<file path="src/assert_macros.svh">
// Assertion helpers used by the sequencer RTL
`ifndef ASSERT_MACROS_SVH
`define ASSERT_MACROS_SVH

// Check a property on every rising clock edge outside reset
`define ASSERT_CLK(lbl, clk, rst_n, prop, msg) \
	lbl: assert property (@(posedge clk) disable iff (!rst_n) (prop)) else $error(msg);

// Check that an antecedent implies a consequent in the same cycle
`define ASSERT_IMPL(lbl, clk, rst_n, ante, cons, msg) \
	lbl: assert property (@(posedge clk) disable iff (!rst_n) (ante) |-> (cons)) \
		else $error(msg);

// Check that an antecedent implies a consequent in the next cycle
`define ASSERT_NEXT(lbl, clk, rst_n, ante, cons, msg) \
	lbl: assert property (@(posedge clk) disable iff (!rst_n) (ante) |=> (cons)) \
		else $error(msg);

`endif

</file>
<file path="src/ldaseq_pkg.sv">
package ldaseq_pkg;

	// Upper byte of an address; its complement keeps a zero-page sum in page zero
	localparam logic [15:0] PAGE_HIGH_MASK = 16'hFF00;

	typedef enum logic {
		CMD_START = 1'b0,
		CMD_DATA  = 1'b1
	} cmd_t;

	typedef enum logic [2:0] {
		MODE_IMM = 3'd0,
		MODE_ZP  = 3'd1,
		MODE_ZPX = 3'd2,
		MODE_ABS = 3'd3,
		MODE_ABX = 3'd4,
		MODE_ABY = 3'd5,
		MODE_IZX = 3'd6,
		MODE_IZY = 3'd7
	} mode_t;

	// Sequencer step: which byte the next data transaction brings
	typedef enum logic [2:0] {
		STEP_IDLE   = 3'd0,
		STEP_OPND   = 3'd1,
		STEP_ABS_HI = 3'd2,
		STEP_PTR_LO = 3'd3,
		STEP_DATA   = 3'd4,
		STEP_PTR_HI = 3'd5
	} step_t;

	typedef struct packed {
		cmd_t        command;
		mode_t       addr_mode;
		logic [7:0]  index_x;
		logic [7:0]  index_y;
		logic [15:0] program_counter;
		logic [7:0]  read_data;
	} ldaseq_req_t;

	typedef struct packed {
		logic [15:0] read_address;
		logic        done_res;
		logic [7:0]  accumulator;
		logic        negative_flag;
		logic        zero_flag;
		logic [15:0] next_pc;
	} ldaseq_res_t;

	typedef struct packed {
		step_t       step;
		mode_t       mode;
		logic [15:0] eff_addr;
		logic [15:0] pointer;
		logic [15:0] pc;
		logic [7:0]  x;
		logic [7:0]  y;
	} ldaseq_state_t;

endpackage

</file>
<file path="src/ldaseq_if.sv">
// Request channel: start or returned data byte
interface ldaseq_req_if;
	logic                valid;
	logic                ready;
	ldaseq_pkg::cmd_t    command;
	ldaseq_pkg::mode_t   addr_mode;
	logic [7:0]          index_x;
	logic [7:0]          index_y;
	logic [15:0]         program_counter;
	logic [7:0]          read_data;

	modport source (
		output valid, command, addr_mode, index_x, index_y, program_counter,
			read_data,
		input  ready
	);
	modport sink (
		input  valid, command, addr_mode, index_x, index_y, program_counter,
			read_data,
		output ready
	);
endinterface

// Response channel: next read address or finished load
interface ldaseq_rsp_if;
	logic        valid;
	logic        ready;
	logic [15:0] read_address;
	logic        done_res;
	logic [7:0]  accumulator;
	logic        negative_flag;
	logic        zero_flag;
	logic [15:0] next_pc;

	modport source (
		output valid, read_address, done_res, accumulator, negative_flag, zero_flag,
			next_pc,
		input  ready
	);
	modport sink (
		input  valid, read_address, done_res, accumulator, negative_flag, zero_flag,
			next_pc,
		output ready
	);
endinterface

</file>
<file path="src/ldaseq_step.sv">
module ldaseq_step (
	input  ldaseq_pkg::ldaseq_state_t st,
	input  ldaseq_pkg::ldaseq_req_t   req,
	output ldaseq_pkg::ldaseq_state_t nxt,
	output ldaseq_pkg::ldaseq_res_t   res,
	output logic                      emit
);
	import ldaseq_pkg::*;

	logic [7:0]  b;
	logic [15:0] zp_sum;
	logic [15:0] zp_inc;
	logic [15:0] abs_base;
	logic [15:0] ptr_full;
	logic [7:0]  abs_idx;

	assign b = req.read_data;

	// Zero-page operand plus X, kept within page zero
	assign zp_sum   = ({8'h00, b} + {8'h00, st.x}) & ~PAGE_HIGH_MASK;
	// Next pointer byte address, wrapping in page zero
	assign zp_inc   = (st.eff_addr + 16'd1) & ~PAGE_HIGH_MASK;
	assign abs_base = st.eff_addr | ({b, 8'h00} & PAGE_HIGH_MASK);
	assign ptr_full = st.pointer | ({b, 8'h00} & PAGE_HIGH_MASK);

	always_comb begin
		unique case (st.mode)
			MODE_ABX: abs_idx = st.x;
			MODE_ABY: abs_idx = st.y;
			default:  abs_idx = 8'h00;
		endcase
	end

	// Advance the sequencer by one transaction
	always_comb begin
		nxt  = st;
		res  = '0;
		emit = 1'b0;
		if (req.command == CMD_START) begin
			nxt.mode     = req.addr_mode;
			nxt.x        = req.index_x;
			nxt.y        = req.index_y;
			nxt.pc       = req.program_counter + 16'd1;
			nxt.eff_addr = '0;
			nxt.pointer  = '0;
			nxt.step     = STEP_OPND;
			res.read_address = req.program_counter;
			emit = 1'b1;
		end else begin
			unique case (st.step)
				STEP_OPND: begin
					emit = 1'b1;
					unique case (st.mode)
						MODE_IMM: begin
							nxt.step          = STEP_IDLE;
							res.done_res      = 1'b1;
							res.accumulator   = b;
							res.negative_flag = b[7];
							res.zero_flag     = (b == 8'h00);
							res.next_pc       = st.pc;
						end
						MODE_ZP: begin
							nxt.eff_addr     = {8'h00, b};
							nxt.step         = STEP_DATA;
							res.read_address = {8'h00, b};
						end
						MODE_ZPX: begin
							nxt.eff_addr     = zp_sum;
							nxt.step         = STEP_DATA;
							res.read_address = zp_sum;
						end
						MODE_ABS, MODE_ABX, MODE_ABY: begin
							nxt.eff_addr     = {8'h00, b};
							nxt.pc           = st.pc + 16'd1;
							nxt.step         = STEP_ABS_HI;
							res.read_address = st.pc;
						end
						MODE_IZX: begin
							nxt.eff_addr     = zp_sum;
							nxt.step         = STEP_PTR_LO;
							res.read_address = zp_sum;
						end
						MODE_IZY: begin
							nxt.eff_addr     = {8'h00, b};
							nxt.step         = STEP_PTR_LO;
							res.read_address = {8'h00, b};
						end
					endcase
				end
				STEP_ABS_HI: begin
					nxt.eff_addr     = abs_base + {8'h00, abs_idx};
					nxt.step         = STEP_DATA;
					res.read_address = abs_base + {8'h00, abs_idx};
					emit = 1'b1;
				end
				STEP_PTR_LO: begin
					nxt.pointer      = {8'h00, b};
					nxt.eff_addr     = zp_inc;
					nxt.step         = STEP_PTR_HI;
					res.read_address = zp_inc;
					emit = 1'b1;
				end
				STEP_PTR_HI: begin
					nxt.pointer = ptr_full;
					if (st.mode == MODE_IZY) begin
						nxt.eff_addr     = ptr_full + {8'h00, st.y};
						res.read_address = ptr_full + {8'h00, st.y};
					end else begin
						nxt.eff_addr     = ptr_full;
						res.read_address = ptr_full;
					end
					nxt.step = STEP_DATA;
					emit = 1'b1;
				end
				STEP_DATA: begin
					nxt.step          = STEP_IDLE;
					res.done_res      = 1'b1;
					res.accumulator   = b;
					res.negative_flag = b[7];
					res.zero_flag     = (b == 8'h00);
					res.next_pc       = st.pc;
					emit = 1'b1;
				end
				// Data with no read outstanding: drop it
				default: begin
					emit = 1'b0;
				end
			endcase
		end
	end

endmodule

</file>
<file path="src/load_accumulator_address_sequencer.sv">
// Channel  Dir  Transaction
// req      in   start (mode, X, Y, PC) or data byte returned for the last read
// rsp      out  next read address, or finished load with A, N, Z and next PC
//
// One request transaction per cycle while rsp is not stalled; its response is registered and shows in the next cycle.
// The response passes through a single response register; the step logic sits in front of it.
// Reset clears the sequencer to idle and drops any pending response.
// A stalled response blocks req only while it is still held; taking it frees req at once.
// Data arriving while idle is taken and produces no response.
`include "assert_macros.svh"

module load_accumulator_address_sequencer (
	input  logic         clk,
	input  logic         arst_n,
	ldaseq_req_if.sink   req,
	ldaseq_rsp_if.source rsp
);
	import ldaseq_pkg::*;

	ldaseq_state_t st_q;
	ldaseq_state_t st_nxt;
	ldaseq_req_t   req_pl;
	ldaseq_res_t   res_nxt;
	ldaseq_res_t   res_q;
	logic          emit;
	logic          valid_q;
	logic          req_fire;

	assign req_pl = '{
		command:         req.command,
		addr_mode:       req.addr_mode,
		index_x:         req.index_x,
		index_y:         req.index_y,
		program_counter: req.program_counter,
		read_data:       req.read_data
	};

	assign req.ready = !valid_q || rsp.ready;
	assign req_fire  = req.valid && req.ready;

	ldaseq_step u_step (
		.st   (st_q),
		.req  (req_pl),
		.nxt  (st_nxt),
		.res  (res_nxt),
		.emit (emit)
	);

	// Advance sequencer state on each accepted transaction
	always_ff @(posedge clk or negedge arst_n) begin
		if (!arst_n) begin
			st_q <= '{step: STEP_IDLE, mode: MODE_IMM, default: '0};
		end else if (req_fire) begin
			st_q <= st_nxt;
		end
	end

	// Hold the response until taken
	always_ff @(posedge clk or negedge arst_n) begin
		if (!arst_n) begin
			valid_q <= 1'b0;
		end else if (req_fire) begin
			valid_q <= emit;
		end else if (rsp.ready) begin
			valid_q <= 1'b0;
		end
	end

	always_ff @(posedge clk) begin
		if (req_fire && emit) begin
			res_q <= res_nxt;
		end
	end

	assign rsp.valid         = valid_q;
	assign rsp.read_address  = res_q.read_address;
	assign rsp.done_res      = res_q.done_res;
	assign rsp.accumulator   = res_q.accumulator;
	assign rsp.negative_flag = res_q.negative_flag;
	assign rsp.zero_flag     = res_q.zero_flag;
	assign rsp.next_pc       = res_q.next_pc;

	`ASSERT_IMPL(a_no_overwrite, clk, arst_n, valid_q && !rsp.ready, !req.ready, "response overwritten while stalled")
	`ASSERT_NEXT(a_start_opnd, clk, arst_n, req_fire && req.command == CMD_START, st_q.step == STEP_OPND && valid_q, "start did not arm operand fetch")
	`ASSERT_NEXT(a_idle_drop, clk, arst_n, req_fire && req.command == CMD_DATA && st_q.step == STEP_IDLE, st_q.step == STEP_IDLE && !valid_q, "idle data produced a response")
	`ASSERT_CLK(a_done_clean, clk, arst_n, !(valid_q && rsp.done_res) || rsp.read_address == 16'h0000, "finished load carries an address")

endmodule

</file>
<file path="src/flat_wrapper.sv">
// flat-port wrapper written by rule: the top's interface ports become plain ports
module load_accumulator_address_sequencer_flat import ldaseq_pkg::*;
  (clk, arst_n, req_valid, req_command, req_addr_mode, req_index_x, req_index_y, req_program_counter, req_read_data, req_ready, rsp_valid, rsp_read_address, rsp_done_res, rsp_accumulator, rsp_negative_flag, rsp_zero_flag, rsp_next_pc, rsp_ready);
  ldaseq_req_if req_i ();
  ldaseq_rsp_if rsp_i ();
  input  logic clk;
  input  logic arst_n;
  input wire logic [$bits(req_i.valid)-1:0] req_valid;
  input wire logic [$bits(req_i.command)-1:0] req_command;
  input wire logic [$bits(req_i.addr_mode)-1:0] req_addr_mode;
  input wire logic [$bits(req_i.index_x)-1:0] req_index_x;
  input wire logic [$bits(req_i.index_y)-1:0] req_index_y;
  input wire logic [$bits(req_i.program_counter)-1:0] req_program_counter;
  input wire logic [$bits(req_i.read_data)-1:0] req_read_data;
  output wire logic [$bits(req_i.ready)-1:0] req_ready;
  output wire logic [$bits(rsp_i.valid)-1:0] rsp_valid;
  output wire logic [$bits(rsp_i.read_address)-1:0] rsp_read_address;
  output wire logic [$bits(rsp_i.done_res)-1:0] rsp_done_res;
  output wire logic [$bits(rsp_i.accumulator)-1:0] rsp_accumulator;
  output wire logic [$bits(rsp_i.negative_flag)-1:0] rsp_negative_flag;
  output wire logic [$bits(rsp_i.zero_flag)-1:0] rsp_zero_flag;
  output wire logic [$bits(rsp_i.next_pc)-1:0] rsp_next_pc;
  input wire logic [$bits(rsp_i.ready)-1:0] rsp_ready;
  assign req_i.valid = req_valid;
  assign req_i.command = req_command;
  assign req_i.addr_mode = req_addr_mode;
  assign req_i.index_x = req_index_x;
  assign req_i.index_y = req_index_y;
  assign req_i.program_counter = req_program_counter;
  assign req_i.read_data = req_read_data;
  assign req_ready = req_i.ready;
  assign rsp_valid = rsp_i.valid;
  assign rsp_read_address = rsp_i.read_address;
  assign rsp_done_res = rsp_i.done_res;
  assign rsp_accumulator = rsp_i.accumulator;
  assign rsp_negative_flag = rsp_i.negative_flag;
  assign rsp_zero_flag = rsp_i.zero_flag;
  assign rsp_next_pc = rsp_i.next_pc;
  assign rsp_i.ready = rsp_ready;
  load_accumulator_address_sequencer u_core (.clk(clk), .arst_n(arst_n), .req(req_i), .rsp(rsp_i));
endmodule
</file>
<file path="config.mk">
export PLATFORM = sky130hd
export DESIGN_NAME = load_accumulator_address_sequencer_flat
export DESIGN_NICKNAME = d
export VERILOG_FILES = /design/src/ldaseq_pkg.sv /design/src/ldaseq_if.sv /design/src/ldaseq_step.sv /design/src/load_accumulator_address_sequencer.sv /design/src/flat_wrapper.sv
export VERILOG_INCLUDE_DIRS = /design/src /design/src/src
export SDC_FILE = /design/constraint.sdc
export NUM_CORES = 1
export LEC_CHECK = 0
export BUFFER_PORTS_ARGS = -buffer_cell sky130_fd_sc_hd__buf_2
export CAP_MARGIN = 10
export CORE_MARGIN = 2
export CORE_UTILIZATION = 25
export CTS_BUF_LIST = sky130_fd_sc_hd__clkbuf_8
export DETAILED_ROUTE_END_ITERATION = 10
export PLACE_DENSITY = 0.53
export SYNTH_ARGS = -nofsm -noshare
export SYNTH_HDL_FRONTEND = slang
export SYNTH_SLANG_ARGS = --single-unit
</file>
<file path="constraint.sdc">
create_clock -name clk -period 3.5 [get_ports clk]
set_input_delay 0.525 -clock clk [delete_from_list [all_inputs] [get_ports clk]]
set_output_delay 0.525 -clock clk [all_outputs]
set_load 0.005 [all_outputs]
</file>
# After elaboration in Yosys (flattened, before gate mapping)
# Cells that the tools add are included.
# word_totals
in_bits	48
elab_cells	81
reg_bits	114
# classes
mux	20
bitwise_logic	3
reduce_logical	20
n_addsub	6
eq_ne	18
# ops
op	count
one-hot mux 16 bit (4 select lines)	2
two-way mux 16 bit	4
one-hot mux 16 bit (2 select lines)	2
one-hot mux 27 bit (2 select lines)	1
two-way mux 48 bit	1
one-hot mux 16 bit (3 select lines)	1
adder 16 x 1 -> 16 bit (second input constant)	2
adder 16 x 8 -> 16 bit	2
bitwise OR 16 bit	2
two-way mux 27 bit	1
one-hot mux 3 bit (4 select lines)	2
== test 3 bit (second input constant)	6
one-hot mux 8 bit (2 select lines)	1
== test 3 x 2 -> 1 bit (second input constant)	4
OR reduction 2 bit	5
OR reduction 5 bit	2
adder 8 x 1 -> 8 bit (second input constant)	1
adder 8 bit	1
zero test 8 bit	1
== test 3 x 1 -> 1 bit (second input constant)	2
AND reduction 2 bit	3
AND reduction 3 bit	2
!= test 5 x 1 -> 1 bit (second input constant)	1
!= test 5 x 2 -> 1 bit (second input constant)	1
other kinds (12)	17

# Depth between registers and ports, before layout
# Gate-level depths: netlist (run 1).
# logic_depth
word_depth	5
depth_mapped	14
ltp_nobuf	11

# Hierarchy
# A second synthesis (run 1) with hierarchy kept.
# hier_totals
cells_unflattened	857
area_unflattened_um2	8455.6
# modules_own_cells
module	area_per_inst_um2	cells_each	seq_area_each_um2	n_inst
load_accumulator_address_sequencer	4236.6	196	3067.9	1
ldaseq_step	4219.0	661	0.0	1

# Worst setup path before layout (run 1)
# No wires, ideal clock.
# synth_timing
path_kind	reg2reg
from	reg u_core.st_q[64] in the netlist's numbering
to	reg u_core.res_q, in the netlist u_core.rsp.read_address[14], data pin
required_ns	3.239
stages_incl_launch_ff	14
setup_ns	0.261
path_slack_ns	0.172
t_arrival_ns	3.067
path_cell_list	dfrtp_1 > buf_2 > buf_1 > mux2i_1 > nor2_1 > ha_1 > fa_1 > a211oi_1 > o21ai_0 > o31a_1 > nand3b_1 > xnor2_1 > o22ai_1 > a221o_1
# synth_lines
item	line	source
start: declaration	load_accumulator_address_sequencer.sv:20	ldaseq_state_t st_q;
start signal: assignment	load_accumulator_address_sequencer.sv:54	st_q <= st_nxt;
end signal: assignment	load_accumulator_address_sequencer.sv:71	res_q <= res_nxt;
end: declaration	load_accumulator_address_sequencer.sv:24	ldaseq_res_t res_q;

==> results of run 1 <==
cell type report:
type / instances / area, um^2
Timing Repair Buffer: 120 / 685.7
Clock buffer: 19 / 261.5
Multi-Input combinational cell: 657 / 4185
Sequential cell: 113 / 3038
Tap cell: 390 / 488.0
Inverter: 16 / 60.06
Fill cell: 3147 / 20650
Clock inverter: 13 / 112.6
Yosys cell counts, types with 10 or more instances:
cell / instances
o21ai_0: 58
nor3_1: 15
xnor2_1: 24
a21oi_1: 60
o221ai_1: 10
and2_1: 26
edfxtp_1: 42
o211ai_1: 11
dfrtp_1: 71
nor2b_1: 14
mux2i_1: 26
nand2_1: 129
o22ai_1: 16
clkbuf_1: 20
nand3_1: 31
nor2_1: 64
ha_1: 25
buf_2: 13
xor2_1: 25
inv_1: 15
worst max-delay path, cell delays in order, from the launching register on:
cell and delay, ns:
dfrtp_1 0.40, nand2b_1 0.25, nor2_1 0.10, ha_1 0.23, fa_1 0.42, a211oi_1 0.23, o21ai_0 0.25, o31a_1 0.36
nand3b_1 0.12, xnor2_1 0.14, o22ai_1 0.12, a221o_1 0.31
cell families (layout without fill, tap and decap cells):
family          count (synthesis)  count (layout)  synth area share [%]
mux                            27              27                 3.637
simple gates                  318             318                 20.94
xor+xnor                       49              49                 5.749
flops                         113             113                 40.70
compound gates                235             235                 20.65
fa+ha+maj                      28              28                 4.995
buf+inv                        59             168                 3.335
worst max-delay path by stage:
stage / start / end / slack, ns / depth (start not counted)
floorplan: u_core.st_q[64] / u_core.rsp.read_address[14] / 0.17 / 13
global route: u_core.st_q[64] / u_core.rsp.read_address[14] / 0.13 / 11
detailed placement: u_core.st_q[64] / u_core.rsp.read_address[10] / 0.34 / 11
global placement: u_core.st_q[64] / u_core.rsp.read_address[10] / 0.39 / 11
finish: u_core.st_q[66] / u_core.rsp.read_address[14] / 0.31 / 11
CTS: u_core.st_q[64] / u_core.rsp.read_address[14] / 0.32 / 11
layout by cell type (no fill, tap or decap), drive strengths merged, types with 11 or more instances in the layout:
| master | count |
|---|---|
| a21oi | 61 |
| and2 | 26 |
| buf | 120 |
| clkbuf | 19 |
| dfrtp | 71 |
| edfxtp | 42 |
| ha | 25 |
| inv | 18 |
| mux2i | 26 |
| nand2 | 131 |
| nand3 | 33 |
| nor2 | 65 |
| nor2b | 14 |
| nor3 | 16 |
| o211ai | 11 |
| o21ai | 58 |
| o22ai | 16 |
| xnor2 | 24 |
| xor2 | 25 |
registers in the layout, summed over array words and instances (netlist names):
register / count
u_core.rsp.negative_flag: 1
u_core.rsp.valid: 1
u_core.rsp.zero_flag: 1
u_core.rsp.next_pc: 16
u_core.rsp.done_res: 1
u_core.st_q: 70
u_core.rsp.read_address: 16
u_core.rsp.accumulator: 7
power by group through the flow:
stage               Combinational (uW)  Clock, uW  Sequential [uW]
finish                            2130       1210             2140
global route                      2400       1290             2180
CTS                               2140       1230             2130
detailed placement                2130          0             2150
global placement                  2110          0             2150
floorplan                         1490          0             2000
metrics by stage:
stage / worst slack, ns / hold slack [ns]
6_report: 0.3112 / 0.2053
5_1_grt: 0.1320 / 0.2549
4_1_cts: 0.3237 / 0.2403
3_5_place_dp: 0.3446 / 0.4827
3_3_place_gp: 0.3948 / 0.4696
2_1_floorplan: 0.1725 / 0.2294
layer usage:
metal,up-vias,part of all wire [%]
met5,-,0.087
met4,4,3.3
met3,43,5.9
met2,224,46
met1,3216,44
li1,3203,-
==> run_results.csv, run 1 <==
group,metric,value,unit
timing,worst_slew_pin_slew,1.021,ns
placement,gp_congestion,0.8712,
route,drt_wl_total,24160,um
finish,design_area,8831,um^2
global_route,grt_overflow,0,
critical_path,path_class,"reg -> reg",
critical_path,cp-start-kind,"register",
power_and_ir_drop,clockPowerShare,22.1,%
finish,diodes,0,
route,wl_per_cell,18.19,um
yosys,ys.flop_type,"dfrtp_1",
global_route,grt_use_met3,3.608,%
power_and_ir_drop,internal-power,3191,uW
timing,setup_viol,0,
run_status,status,"finished clean",
global_route,grt_pass1_wl,37840,um
route,ant_nets,0,
cts,cts_tree,"done",
cts,root_buffer,"clkbuf_8",
route,via_count,6690,
critical_path,required,3.70,ns
critical_path,reg2reg_depth,11,
timing,fin_tns_setup,0,ns
timing,fmax,313.6,MHz
finish,stdcell_count,1328,
finish,nets,1001,
placement,dp.cells,1296,
job,maxCapViolCount,0,
critical_path,path_max_fanout,9,
yosys,synth.area.top_cells,"dfrtp_1, edfxtp_1, nand2_1, ha_1, a21oi_1",
timing,rsz0062_at_grt,"no",
timing,fin_crit_sh,91.11,%
global_route,met2_usage,25.86,%
die,fp.dieArea,31260,um^2
critical_path,cp-end-kind,"register",
power_and_ir_drop,p_leak,0.003846,uW
placement,io_buffers,92,
timing,period_needed,3.189,ns
critical_path,r2r-end,"u_core.rsp.read_address[14]",
yosys,synth_top_area_cell,"dfrtp_1",
global_route,grt_pass1_vias,6569,
timing,clock_skew,0.01534,ns
power_and_ir_drop,p_total,5480,uW
cts,cts_buffer_depth,2,
cts,cts.sinks,113,
yosys,synth_edf_count,42,
finish,area_growth,18.30,%
power_and_ir_drop,pwr-share-seq,39.0,%
die,die_w,176.8,um
yosys,synthCells,829,
die,die_h,176.8,um
timing,hold_violations,0,
placement,dp_hpwl,18240,um
die,coreArea,29480,um^2
finish,utilization,29.96,%
critical_path,reg2reg_from,"u_core.st_q[66]",
yosys,ys_types,74,
global_route,met1_usage,20.16,%
cts,cts_resized,0,
placement,dpl_cell_area,8457,um^2
power_and_ir_drop,p_switching,2289,uW
critical_path,rrSetupSlack,0.31,ns
timing,slew_headroom,31.96,%
route,drt_pre_antenna_iters,5,
yosys,synth_top_area_share,23.80,%
global_route,grt_use_total,15.83,%
global_route,grt.busiest_layer,"met2",
route,first_iter_violations,551,
power_and_ir_drop,max-vdd-ir-drop,0.2192,mV
global_route,antenna_found_initial,2,
yosys,ys_ff_latch,113,
yosys,syn_avg_cell_area,9.004,um^2
critical_path,arrival,3.38,ns
yosys,syn_nets,905,
route,drc,0,
die,rows,63,
power_and_ir_drop,comb_power_share,38.9,%
yosys,ys_seq_area_share,40.70,%
yosys,yosysWarnings,0,
cts,clkTransAtPathRegs,0.08,ns
worst_hold_path,hp-class,"in -> async",
global_route,grt_max_degree,72,
cts,cts.htree.levels,4,
cts,cts_hold_buf,0,
power_and_ir_drop,power-per-cell-area,620.6,nW/um^2
die,ios,93,
yosys,synthArstFlopShare,62.83,%
power_and_ir_drop,swShare,41.78,%
finish,drive_gt1_share,18.34,%
cts,cts_buffers,17,
route,viasPerCell,5.038,
cts,cts_setup_buffers,0,
die,start_util,25.32,%
timing,finalMaxSlewViolations,0,
cts,clkLatencyLatePin,0.45,ns
yosys,syn_area,7465,um^2
Power figures use the tool's default switching activity.
==> run 2, diff against run 1 <==
--- a/config.mk
+++ b/config.mk
@@ -12,7 +12,8 @@
 export CORE_UTILIZATION = 25
 export CTS_BUF_LIST = sky130_fd_sc_hd__clkbuf_8
 export DETAILED_ROUTE_END_ITERATION = 10
-export PLACE_DENSITY = 0.53
+export MAX_ROUTING_LAYER = met4
+export PLACE_DENSITY = 0.47
 export SYNTH_ARGS = -nofsm -noshare
 export SYNTH_HDL_FRONTEND = slang
 export SYNTH_SLANG_ARGS = --single-unit
==> run_results.csv, run 2 (synthesized netlist as in run 1, its figures left out) <==
group,metric,value,unit
critical_path,path_max_fanout,6,
die,start_util,25.32,%
cts,cts_tree,"done",
global_route,grt_pass1_vias,6494,
finish,design_area,8880,um^2
power_and_ir_drop,max-vdd-ir-drop,0.2613,mV
cts,cts_buffer_depth,2,
timing,hold_violations,0,
placement,gp_congestion,0.8784,
timing,fin_crit_sh,92.04,%
cts,root_buffer,"clkbuf_8",
placement,post-place-ws,0.2961,ns
critical_path,cp-start-kind,"register",
power_and_ir_drop,p_switching,2298,uW
timing,worst_slew_pin_slew,1.013,ns
route,via_count,6601,
finish,drive_gt1_share,18.42,%
critical_path,reg2reg_from,"u_core.st_q[64]",
timing,fmax,310.4,MHz
critical_path,cp-end-kind,"register",
placement,dpl_cell_area,8464,um^2
cts,cts.sinks,113,
power_and_ir_drop,comb_power_share,38.7,%
route,ant_nets,0,
die,fp.dieArea,31260,um^2
power_and_ir_drop,clockPowerShare,23.6,%
placement,io_buffers,92,
timing,setup_viol,0,
cts,cts.htree.levels,4,
die,rows,63,
power_and_ir_drop,internal-power,3324,uW
critical_path,crit_chain,"mux2i_1 -> nor2_1 -> ha_1 -> fa_1 -> a211oi_1 -> o21ai_0 -> o31a_1 -> nand3b_1 -> xnor2_1 -> o22ai_1 -> a221o_1",
timing,finalMaxSlewViolations,0,
job,maxCapViolCount,0,
die,coreArea,29480,um^2
power_and_ir_drop,p_total,5622,uW
critical_path,rrSetupSlack,0.28,ns
global_route,grt_pass1_wl,38350,um
power_and_ir_drop,swShare,40.88,%
critical_path,path_class,"reg -> reg",
finish,regMostFlops,"u_core.st_q",
power_and_ir_drop,p_leak,0.003869,uW
global_route,grt_use_total,16.82,%
power_and_ir_drop,power-per-cell-area,633.2,nW/um^2
global_route,grt_max_degree,72,
route,wl_per_cell,18.71,um
critical_path,crit_path_top_delay_cell,"dfrtp_1",
finish,nets,1002,
critical_path,reg2reg_depth,11,
route,first_iter_violations,572,
critical_path,arrival,3.42,ns
global_route,antenna_found_initial,1,
critical_path,required,3.70,ns
power_and_ir_drop,pwr-share-seq,37.6,%
route,viasPerCell,4.963,
cts,cts_setup_buffers,0,
finish,largest_reg_flops,70,
run_status,status,"finished clean",
timing,fin_tns_setup,0,ns
critical_path,crit_path_max_incr_delay,0.49,ns
route,drt_pre_antenna_iters,5,
die,die_h,176.8,um
cts,clkTransAtPathRegs,0.08,ns
finish,layout_common_cells,"nand2_1, buf_2, dfrtp_1",
finish,area_growth,18.96,%
route,drc,0,
timing,timing.final.ws_setup,0.2787,ns
cts,clkLatencyLatePin,0.46,ns
global_route,grt_overflow,0,
die,ios,93,
route,drt_wl_total,24880,um
critical_path,r2r-end,"u_core.rsp.read_address[14]",
placement,dp_hpwl,18690,um
die,die_w,176.8,um
timing,rsz0062_at_grt,"no",
timing,slew_headroom,32.45,%
timing,clock_skew,0.007585,ns
cts,cts_hold_buf,0,
cts,cts_buffers,17,
timing,period_needed,3.221,ns
cts,cts_resized,0,
finish,final_common_cell,"nand2_1",
worst_hold_path,hp-class,"in -> async",
==> run 2: metal layers <==
layer / wire, um / part of all wire (%) / GRT usage (%) / vias up
met5: 0 / 0 / - / -
met4: 635 / 2.6 / 6.129 / 0
met3: 997 / 4.0 / 2.964 / 32
met2: 11740 / 47 / 26.79 / 154
met1: 11510 / 46 / 21.40 / 3211
li1: - / - / - / 3204
==> run 2: through the flow <==
stage / hold slack (ns) / util (%) / std cells
2_1_floorplan: 0.2294 / - / 829
3_3_place_gp: 0.4605 / 28.71 / 1297
3_5_place_dp: 0.4713 / 28.71 / 1297
4_1_cts: 0.2355 / 30.11 / 1329
5_1_grt: 0.2437 / 30.12 / 1330
6_report: 0.2310 / 30.12 / 1330
==> run 2: worst max-delay path, delay by kind of cell, from the launching register on <==
| kind | cells | cell delay [ns] |
|---|---|---|
| compound gates | 5 | 1.25 |
| fa+ha+maj | 2 | 0.67 |
| flops | 1 | 0.49 |
| mux | 1 | 0.22 |
| simple gates | 2 | 0.18 |
| xor+xnor | 1 | 0.14 |
==> run 2: cell type report <==
class	instances	area, um^2
diodes	1	2.502
clock buffers	18	247.7
clock inverters	14	165.2
fillers	3167	20600
inverters	16	60.06
multi-input cells	657	4185
flip-flops and latches	113	3038
well taps	390	488.0
repair buffers	121	693.2
==> run 2: how the worst max path moves through the flow <==
stage	start	end	slack, ns	depth (start not counted)
2_1_floorplan	u_core.st_q[64]	u_core.rsp.read_address[14]	0.17	13
3_3_place_gp	u_core.st_q[64]	u_core.rsp.read_address[14]	0.34	11
3_5_place_dp	u_core.st_q[64]	u_core.rsp.read_address[14]	0.30	11
4_1_cts	u_core.st_q[64]	u_core.rsp.read_address[14]	0.27	11
5_1_grt	u_core.st_q[64]	u_core.rsp.read_address[14]	0.09	11
6_report	u_core.st_q[64]	u_core.rsp.read_address[14]	0.28	11
==> run 2: power groups by stage <==
stage,combinational [uW],sequential [uW],clock [uW]
3_5_place_dp,2170,2140,0
6_report,2180,2120,1330
2_1_floorplan,1490,2000,0
5_1_grt,2430,2160,1420
4_1_cts,2180,2110,1370
3_3_place_gp,2160,2140,0
